===== src/rtl/wrpm_pkg.sv =====
// ----------------------------------------------------------------------------
// wrpm_pkg
// Shared types and constants for the windowed role presence map.
// ----------------------------------------------------------------------------
package wrpm_pkg;

  localparam int FACE_DEPTH_DEF     = 1024;
  localparam int SUBTITLE_DEPTH_DEF = 1024;
  localparam int MAX_ROLES_DEF      = 64;
  localparam int CNT_W              = 12;
  localparam logic [CNT_W-1:0] COUNT_MAX = 12'd4095;

  localparam logic [1:0] OP_LOAD_FACE = 2'd0;
  localparam logic [1:0] OP_LOAD_SUB  = 2'd1;
  localparam logic [1:0] OP_EVAL      = 2'd2;
  localparam logic [1:0] OP_CLEAR     = 2'd3;

  localparam logic [1:0] REG_ROLES     = 2'd0;
  localparam logic [1:0] REG_RADIUS    = 2'd1;
  localparam logic [1:0] REG_THRESHOLD = 2'd2;

  typedef struct packed {
    logic [1:0]        op;
    logic [31:0]       start_time;
    logic [31:0]       end_time;
    logic signed [7:0] role_code;
    logic [15:0]       score;
    logic              mask_bit;
  } in_item_t;

  typedef struct packed {
    logic [9:0]  subtitle_index;
    logic [63:0] role_bitmap;
    logic        row_written;
    logic        last;
  } out_item_t;

  // Role count update request between sequencer and count table
  typedef struct packed {
    logic       valid;
    logic       inc;
    logic [7:0] role;
  } cnt_req_t;

endpackage


===== src/rtl/wrpm_counts.sv =====
// ----------------------------------------------------------------------------
// wrpm_counts
// Per-role saturating counters in a small synchronous memory, read, modified
// and written back, with a nonzero flag per role. A clear flag marks its
// count as zero whatever the memory holds, so clear and reset only zero the
// flags.
// ----------------------------------------------------------------------------
module wrpm_counts #(
  parameter int MAX_ROLES = wrpm_pkg::MAX_ROLES_DEF
) (
  input  logic               clk,
  input  logic               rst,
  input  logic               clear,
  input  logic [6:0]         roles_in_use,
  input  wrpm_pkg::cnt_req_t req,
  output logic [63:0]        present
);
  import wrpm_pkg::*;

  localparam int RW = (MAX_ROLES > 1) ? $clog2(MAX_ROLES) : 1;

  logic [CNT_W-1:0]     cnt_mem [MAX_ROLES];
  logic [MAX_ROLES-1:0] nonzero;
  logic [CNT_W-1:0]     cnt_rd;
  logic                 pend;
  logic                 pend_inc;
  logic [RW-1:0]        pend_role;
  logic [RW-1:0]        req_slot;
  logic [CNT_W-1:0]     cnt_cur;
  logic [CNT_W-1:0]     cnt_new;
  logic [6:0]           eff;
  logic                 hit;

  // Clamp role count and qualify the request
  always_comb begin
    eff      = (roles_in_use > 7'(MAX_ROLES)) ? 7'(MAX_ROLES) : roles_in_use;
    hit      = req.valid && !req.role[7] && ({1'b0, req.role[6:0]} < {1'b0, eff});
    req_slot = req.role[RW-1:0];
  end

  // Read the addressed count; the sequencer issues requests no faster than the
  // write-backs land, so a read never meets a write-back still in flight
  always_ff @(posedge clk) begin
    cnt_rd <= cnt_mem[req_slot];
  end

  // Hold the request for the write-back cycle
  always_ff @(posedge clk) begin
    if (rst || clear) begin
      pend <= 1'b0;
    end else begin
      pend <= hit;
    end
    pend_inc  <= req.inc;
    pend_role <= req_slot;
  end

  // Saturate both ways
  always_comb begin
    cnt_cur = nonzero[pend_role] ? cnt_rd : '0;
    if (pend_inc) begin
      cnt_new = (cnt_cur == COUNT_MAX) ? cnt_cur : cnt_cur + 1'b1;
    end else begin
      cnt_new = (cnt_cur == '0) ? cnt_cur : cnt_cur - 1'b1;
    end
  end

  // Write back the updated count
  always_ff @(posedge clk) begin
    if (pend) cnt_mem[pend_role] <= cnt_new;
  end

  // Track which roles hold a positive count
  always_ff @(posedge clk) begin
    if (rst || clear) begin
      nonzero <= '0;
    end else if (pend) begin
      nonzero[pend_role] <= (cnt_new != '0);
    end
  end

  // Presence bitmap limited to roles in use
  always_comb begin
    present = '0;
    for (int i = 0; i < MAX_ROLES; i++)
      present[i] = nonzero[i] && (7'(i) < eff);
  end

endmodule


===== config.mk =====
export PLATFORM = sky130hd
export DESIGN_NAME = wrpm_counts
export DESIGN_NICKNAME = d
export VERILOG_FILES = /design/src/rtl/wrpm_pkg.sv /design/src/rtl/wrpm_counts.sv
export SDC_FILE = /design/constraint.sdc
export NUM_CORES = 1
export LEC_CHECK = 0
export BUFFER_PORTS_ARGS = -buffer_cell sky130_fd_sc_hd__buf_2
export CAP_MARGIN = 20
export CORE_MARGIN = 2
export CORE_UTILIZATION = 30
export DETAILED_ROUTE_END_ITERATION = 8
export GPL_ROUTABILITY_DRIVEN = 0
export PLACE_DENSITY = 0.41
export REMOVE_ABC_BUFFERS = 1
export SYNTH_ARGS = -nofsm -noshare
export SYNTH_HDL_FRONTEND = slang
export SYNTH_SLANG_ARGS = --single-unit
export TNS_END_PERCENT = 50

===== constraint.sdc =====
create_clock -name clk -period 18.1 [get_ports clk]
set_input_delay 1.81 -clock clk [delete_from_list [all_inputs] [get_ports clk]]
set_output_delay 1.81 -clock clk [all_outputs]
set_load 0.02 [all_outputs]

==> results.sh, run 1 <==
export IMPL_antenna_found_initial=22
export IMPL_p_leak_nw=12.8
export IMPL_hpwl_mm=70.2
export IMPL_irDropWorstVdd_mv=0.0721
export IMPL_slew_viol_final=0
export IMPL_drt_iter0_drc=2156
export IMPL_drv_cap=0
export IMPL_clk_latency_ps=670
export IMPL_rsz0062_at_grt="false"
export IMPL_path_common_cell="buf_2"
export IMPL_start_util_pct=30.3
export IMPL_m1WireLength_mm=50.2
export IMPL_cts_htree_levels=3
export IMPL_yosysWarnings=0
export IMPL_rows=125
export IMPL_yosysTopAreaCellShare_pct=65.5
export IMPL_synth_seq_cells=852
export IMPL_max_slew_margin_rel_pct=16.1
export IMPL_ctsRootBufferMaster="clkbuf_16"
export IMPL_post_cts_buffers=0
export IMPL_finClkSkew_ps=21.7
export IMPL_start_kind="primary input"
export IMPL_route_detailed_wl_per_inst_um=30.0
export IMPL_wl_met3_mm=8.63
export IMPL_endpoint_kind="primary output"
export IMPL_total_power_mw=4.55
export IMPL_fmax_ghz=0.155
export IMPL_max_slew_worst_pin_slew_ps=1260
export IMPL_dieArea_um2=120000
export IMPL_arrival_ps=4660
export IMPL_die_w_um=347
export IMPL_cts_hold_buf=0
export IMPL_yosysUniqueCellTypes=62
export IMPL_ant_nets=0
export IMPL_grt_util_all_layers_pct=17.9
export IMPL_fillers=11000
export IMPL_ys_seq_area_share_pct=70.3
export IMPL_cp_slowest_cell="o21ai_0"
export IMPL_gr_total_overflow=0
export IMPL_hold_viol=0
export IMPL_drive_gt1_share_pct=32.2
export IMPL_synth_avg_cell_area_um2=18.7
export IMPL_fin_nets=2042
export IMPL_clock_sinks=852
export IMPL_path_cells="buf_2 -> nor2b_1 -> nor2_1 -> nand2_1 -> o21ai_0 -> a21boi_0 -> buf_2"
export IMPL_cp_data_required_time_ps=16290
export IMPL_ys_flop_type="edfxtp_1"
export IMPL_hold_class="flop to flop"
export IMPL_wl_met2_mm=46.8
export IMPL_syn_area_um2=35200
export IMPL_post_synth_top_count_cell="edfxtp_1"
export IMPL_cts_made_buffers=95
export IMPL_grt_pass1_vias=19100
export IMPL_topRoutingLayerUsed="met5"
export IMPL_synth_area_leader_cell="edfxtp_1"
export IMPL_ioPinCount=84
export IMPL_cts_tree="built"
export IMPL_cts_buffer_depth=3
export IMPL_path_clk_slew_ps=60
export IMPL_finalSetupViolations=0
export IMPL_fin_crit_sh_pct=35.7
export IMPL_grt_pass1_wl_mm=152
export IMPL_vias_per_cell=5.32
export IMPL_ys_top_cells_by_count="768 x edfxtp_1, 252 x mux4_2, 102 x nor2_1, 93 x o21ai_0, 84 x dfxtp_1"
export IMPL_synth_cells=1886
export IMPL_max_stage_delay_ps=620
export IMPL_status="finished, final reports clean"
export IMPL_power_density_nw_per_um2=112
export IMPL_synth_edff_count=768
export IMPL_ys_top_cells_by_area="edfxtp_1 65%, mux4_2 16%, dfxtp_1 4.8%"
export IMPL_cts_resized=0
export IMPL_tns_ps=0
export IMPL_crit_type="primary input to primary output"
export IMPL_routed_wl_mm=108
export IMPL_synthArstFlopShare_pct=0
export IMPL_port_buffers=83
export IMPL_grt_max_degree=109
export IMPL_routed_via_count=19300
export IMPL_period_needed_ps=6470
export IMPL_path_max_fanout=29
export IMPL_drc=0
export IMPL_syn2layout_area_growth_pct=15.7
export IMPL_dr_pass1_iters=5
export IMPL_core_area_um2=116000
export IMPL_die_h_um=347
worst max-delay path, delay by kind of cell:
family	cells	cell delay [ps]
AND/OR/NAND/NOR	3	1040
AO/OA/AOI/OAI	2	1050
buffers and inverters	2	730
per-stage QoR:
step                      util, %  std cells  hold slack (ps)  worst slack [ps]  area (um^2)
after CTS                    35.0       3612              576             11930        40700
after detailed placement     32.3       3437              558             11950        37600
after floorplan                 -       1750              522             11080        34400
final                        35.0       3619              577             11630        40700
after global placement       32.3       3430              549             11680        37500
after global routing         35.0       3615              607             11600        40700
state kept, by name, indices dropped and copies added, names as in the netlist:
signal / cells
cnt_mem: 768
cnt_rd: 12
nonzero: 64
pend: 1
pend_inc: 1
pend_role: 6
final timing paths:
kind / slack (ps) / start / end / depth (start not counted)
hold reg to reg: 580 / nonzero[6] / nonzero[6] / 2
setup reg to reg: 12110 / pend_role[4] / nonzero[52] / 16
hold / removal: 580 / nonzero[6] / nonzero[6] / 2
setup / recovery: 11630 / roles_in_use[6] / present[8] / 7
layer usage:
| layer | global-route usage, % | up-vias |
|---|---|---|
| li1 | - | 8027 |
| met1 | 26.9 | 10300 |
| met2 | 26.0 | 731 |
| met3 | 4.32 | 145 |
| met4 | 4.61 | 14 |
| met5 | 0 | - |
cell families (layout without fill, tap and decap cells):
family / Yosys count / after routing / share of synthesized area [%]
muxes: 287 / 287 / 17.1
buffers and inverters: 143 / 348 / 2.37
AOI/OAI and AO/OA: 257 / 257 / 4.90
other: 0 / 4 / 0
and+or+nand+nor: 333 / 333 / 4.92
DFF: 852 / 852 / 70.3
adders and majority gates: 9 / 9 / 0.320
xor gates and xnor gates: 5 / 5 / 0.124
where the power goes:
part / switching (mW) / total (mW) / internal, mW
Sequential: 0.0149 / 2.25 / 2.24
Clock: 0.778 / 1.90 / 1.12
Combinational: 0.294 / 0.399 / 0.105
cell type report:
type	instances	area (um^2)	area share (%)
diodes	4	10.0	0.0246
clock buffers	123	2590	6.35
clock inverters	52	460	1.13
inverters	7	26.3	0.0645
multi-input cells	891	9860	24.2
flip-flops and latches	852	24700	60.7
well taps	1524	1910	4.68
repair buffers	166	1140	2.81
layout by cell type (no fill, tap or decap), drive strengths merged, types with 4 or more instances in the layout:
cell / Yosys / final
nand2: 49 / 49
ha: 9 / 9
dfxtp: 84 / 84
mux4: 252 / 252
inv: 7 / 9
nor4: 71 / 71
o21ai: 93 / 93
nor2: 102 / 102
clkinv: 0 / 39
nand3: 26 / 26
mux2i: 34 / 34
nor3: 8 / 8
a21boi: 25 / 25
buf: 59 / 165
clkbuf: 77 / 124
edfxtp: 768 / 768
diode: 0 / 4
and4: 5 / 5
nand2b: 6 / 6
a21oi: 93 / 93
and2: 13 / 13
a22oi: 10 / 10
nand4: 9 / 9
nor2b: 22 / 22
o21a: 16 / 16
or3: 5 / 5
bufinv: 0 / 8
or2: 4 / 4
Power figures use the tool's default switching activity.
==> inputs of run 2 (changes only) <==
Settings changed: PLACE_DENSITY 0.41 to 0.43.
Clock period 18.1 ns to 5.32 ns, I/O delays scaled along.
==> results.sh, run 2 (synthesis gave the netlist of run 1 again) <==
export IMPL_status="finished, final reports clean"
export IMPL_path_max_fanout=10
export IMPL_register_area_um2=24700
export IMPL_grt_util_all_layers_pct=18.0
export IMPL_cts_made_buffers=91
export IMPL_drt_iter0_drc=2042
export IMPL_finalSetupViolations=0
export IMPL_wl_met2_mm=48.3
export IMPL_port_buffers=83
export IMPL_drc=0
export IMPL_route_detailed_wl_per_inst_um=29.9
export IMPL_slew_viol_final=0
export IMPL_p_seq_share_pct=51.1
export IMPL_syn2layout_area_growth_pct=16.1
export IMPL_period_needed_ps=4890
export IMPL_netSwitchingFraction_pct=24.1
export IMPL_design_area_um2=40900
export IMPL_dr_pass1_iters=6
export IMPL_grt_max_degree=76
export IMPL_fin_crit_sh_pct=92.0
export IMPL_crit_type="flop to flop"
export IMPL_cts_htree_levels=3
export IMPL_fin_nets=2057
export IMPL_hpwl_mm=70.8
export IMPL_die_h_um=347
export IMPL_topRoutingLayerUsed="met4"
export IMPL_m1WireLength_mm=50.4
export IMPL_gr_total_overflow=0
export IMPL_cts_hold_buf=0
export IMPL_path_clk_slew_ps=60
export IMPL_routed_via_count=19100
export IMPL_power_density_nw_per_um2=367
export IMPL_arrival_ps=5420
export IMPL_whs_ps=47.8
export IMPL_top_regs="cnt_mem (768), nonzero (64), cnt_rd (12)"
export IMPL_rsz0062_at_grt="false"
export IMPL_ant_nets=0
export IMPL_final_common_cell="edfxtp_1"
export IMPL_hold_class="primary input to flop"
export IMPL_cp_data_required_time_ps=5850
export IMPL_drv_cap=0
export IMPL_hold_viol=0
export IMPL_wl_met3_mm=7.63
export IMPL_place_area_um2=38100
export IMPL_core_area_um2=116000
export IMPL_post_cts_buffers=0
export IMPL_place_ws_ps=355
export IMPL_p_comb_share_pct=9.2
export IMPL_max_slew_margin_rel_pct=24.1
export IMPL_routed_wl_mm=108
export IMPL_final_util_pct=35.2
export IMPL_ioPinCount=84
export IMPL_antenna_found_initial=12
export IMPL_grt_pass1_wl_mm=154
export IMPL_die_w_um=347
export IMPL_vias_per_cell=5.28
export IMPL_rows=125
export IMPL_drive_gt1_share_pct=33.3
export IMPL_clock_sinks=852
export IMPL_multi_input_area_um2=9890
export IMPL_largest_register_ffs=768
export IMPL_cts_buffer_depth=3
export IMPL_dieArea_um2=120000
export IMPL_clockPowerShare_pct=39.7
export IMPL_max_slew_worst_pin_slew_ps=1130
export IMPL_clk_latency_ps=670
export IMPL_endpoint_kind="flop"
export IMPL_ctsRootBufferMaster="clkbuf_16"
export IMPL_p_leak_nw=12.9
export IMPL_irDropWorstVdd_mv=0.215
export IMPL_p_switching_mw=3.61
export IMPL_start_util_pct=30.3
export IMPL_cts_tree="built"
export IMPL_finClkSkew_ps=29.7
export IMPL_fin_ws_ps=426
export IMPL_grt_pass1_vias=19400
export IMPL_fmax_ghz=0.204
export IMPL_cts_resized=0
export IMPL_intPower_mw=11.4
export IMPL_top_register="cnt_mem"
export IMPL_final_cell_mix="768 x edfxtp_1, 252 x mux4_2, 92 x clkbuf_16, 89 x o21ai_0, 83 x dfxtp_1"
export IMPL_start_kind="flop"
export IMPL_fillers=10900
[run 2: changes by cell type in the layout (fill, tap and decap cells not counted), moves of 2 or more]
cell,change
buf_12,+12
buf_16,+4
buf_4,-4
buf_8,+6
bufinv_16,-5
clkbuf_1,-2
clkbuf_16,-8
clkbuf_8,+4
clkinv_1,-4
clkinv_2,+3
inv_6,+3
nor2_1,-11
nor2_2,+11
[run 2: path summary, 6_finish.rpt]
check	to	slack, ps	cells after the start	start
worst max-delay path	nonzero[5]	430	14	pend_role[1]
worst min-delay path	pend_inc	50	1	req[8]
worst max register to register	nonzero[5]	430	14	pend_role[1]
worst min register to register	nonzero[14]	580	2	nonzero[14]
[run 2: final cells by class]
cell class	instances	share of cell area, %
well taps	1524	4.66
diodes	3	0.0184
inverters	7	0.0642
clock buffers	117	5.96
multi-input cells	891	24.2
repair buffers	185	3.83
clock inverters	48	0.801
flip-flops and latches	852	60.5
[run 2: layer usage]
metal / up-vias / track usage (%)
met5: - / 0
met1: 10300 / 26.8
li1: 8049 / -
met2: 716 / 26.8
met4: 0 / 4.14
met3: 110 / 4.17
[run 2: power by group through the flow]
stage	combinational (mW)	sequential (mW)	clock, mW
6_report	1.38	7.66	5.95
5_1_grt	1.49	7.66	6.37
4_1_cts	1.40	7.66	6.12
3_5_place_dp	1.40	7.80	0
3_3_place_gp	1.37	7.80	0
2_1_floorplan	0.647	7.82	0
[run 2: worst max-delay path, stage by stage, from the launching register on]
cell      delay [ps]
dfxtp_1          370
nor2_1           630
a22oi_1          190
nand3_1          150
nand4_1          250
or2_2            420
nand2_1          130
ha_1             260
nand4_1          240
a32oi_1          320
xnor2_1          120
or4_4            520
a211oi_4         720
buf_4            350
a21oi_2           80
[run 2: through the flow]
| step | setup TNS, ps | std cells | power [mW] |
|---|---|---|---|
| global route | 0 | 3624 | 15.5 |
| CTS | 0 | 3619 | 15.2 |
| global placement | 0 | 3440 | 9.16 |
| finish | 0 | 3627 | 15.0 |
| floorplan | -464760 | 1750 | 8.47 |
| detailed placement | 0 | 3454 | 9.20 |
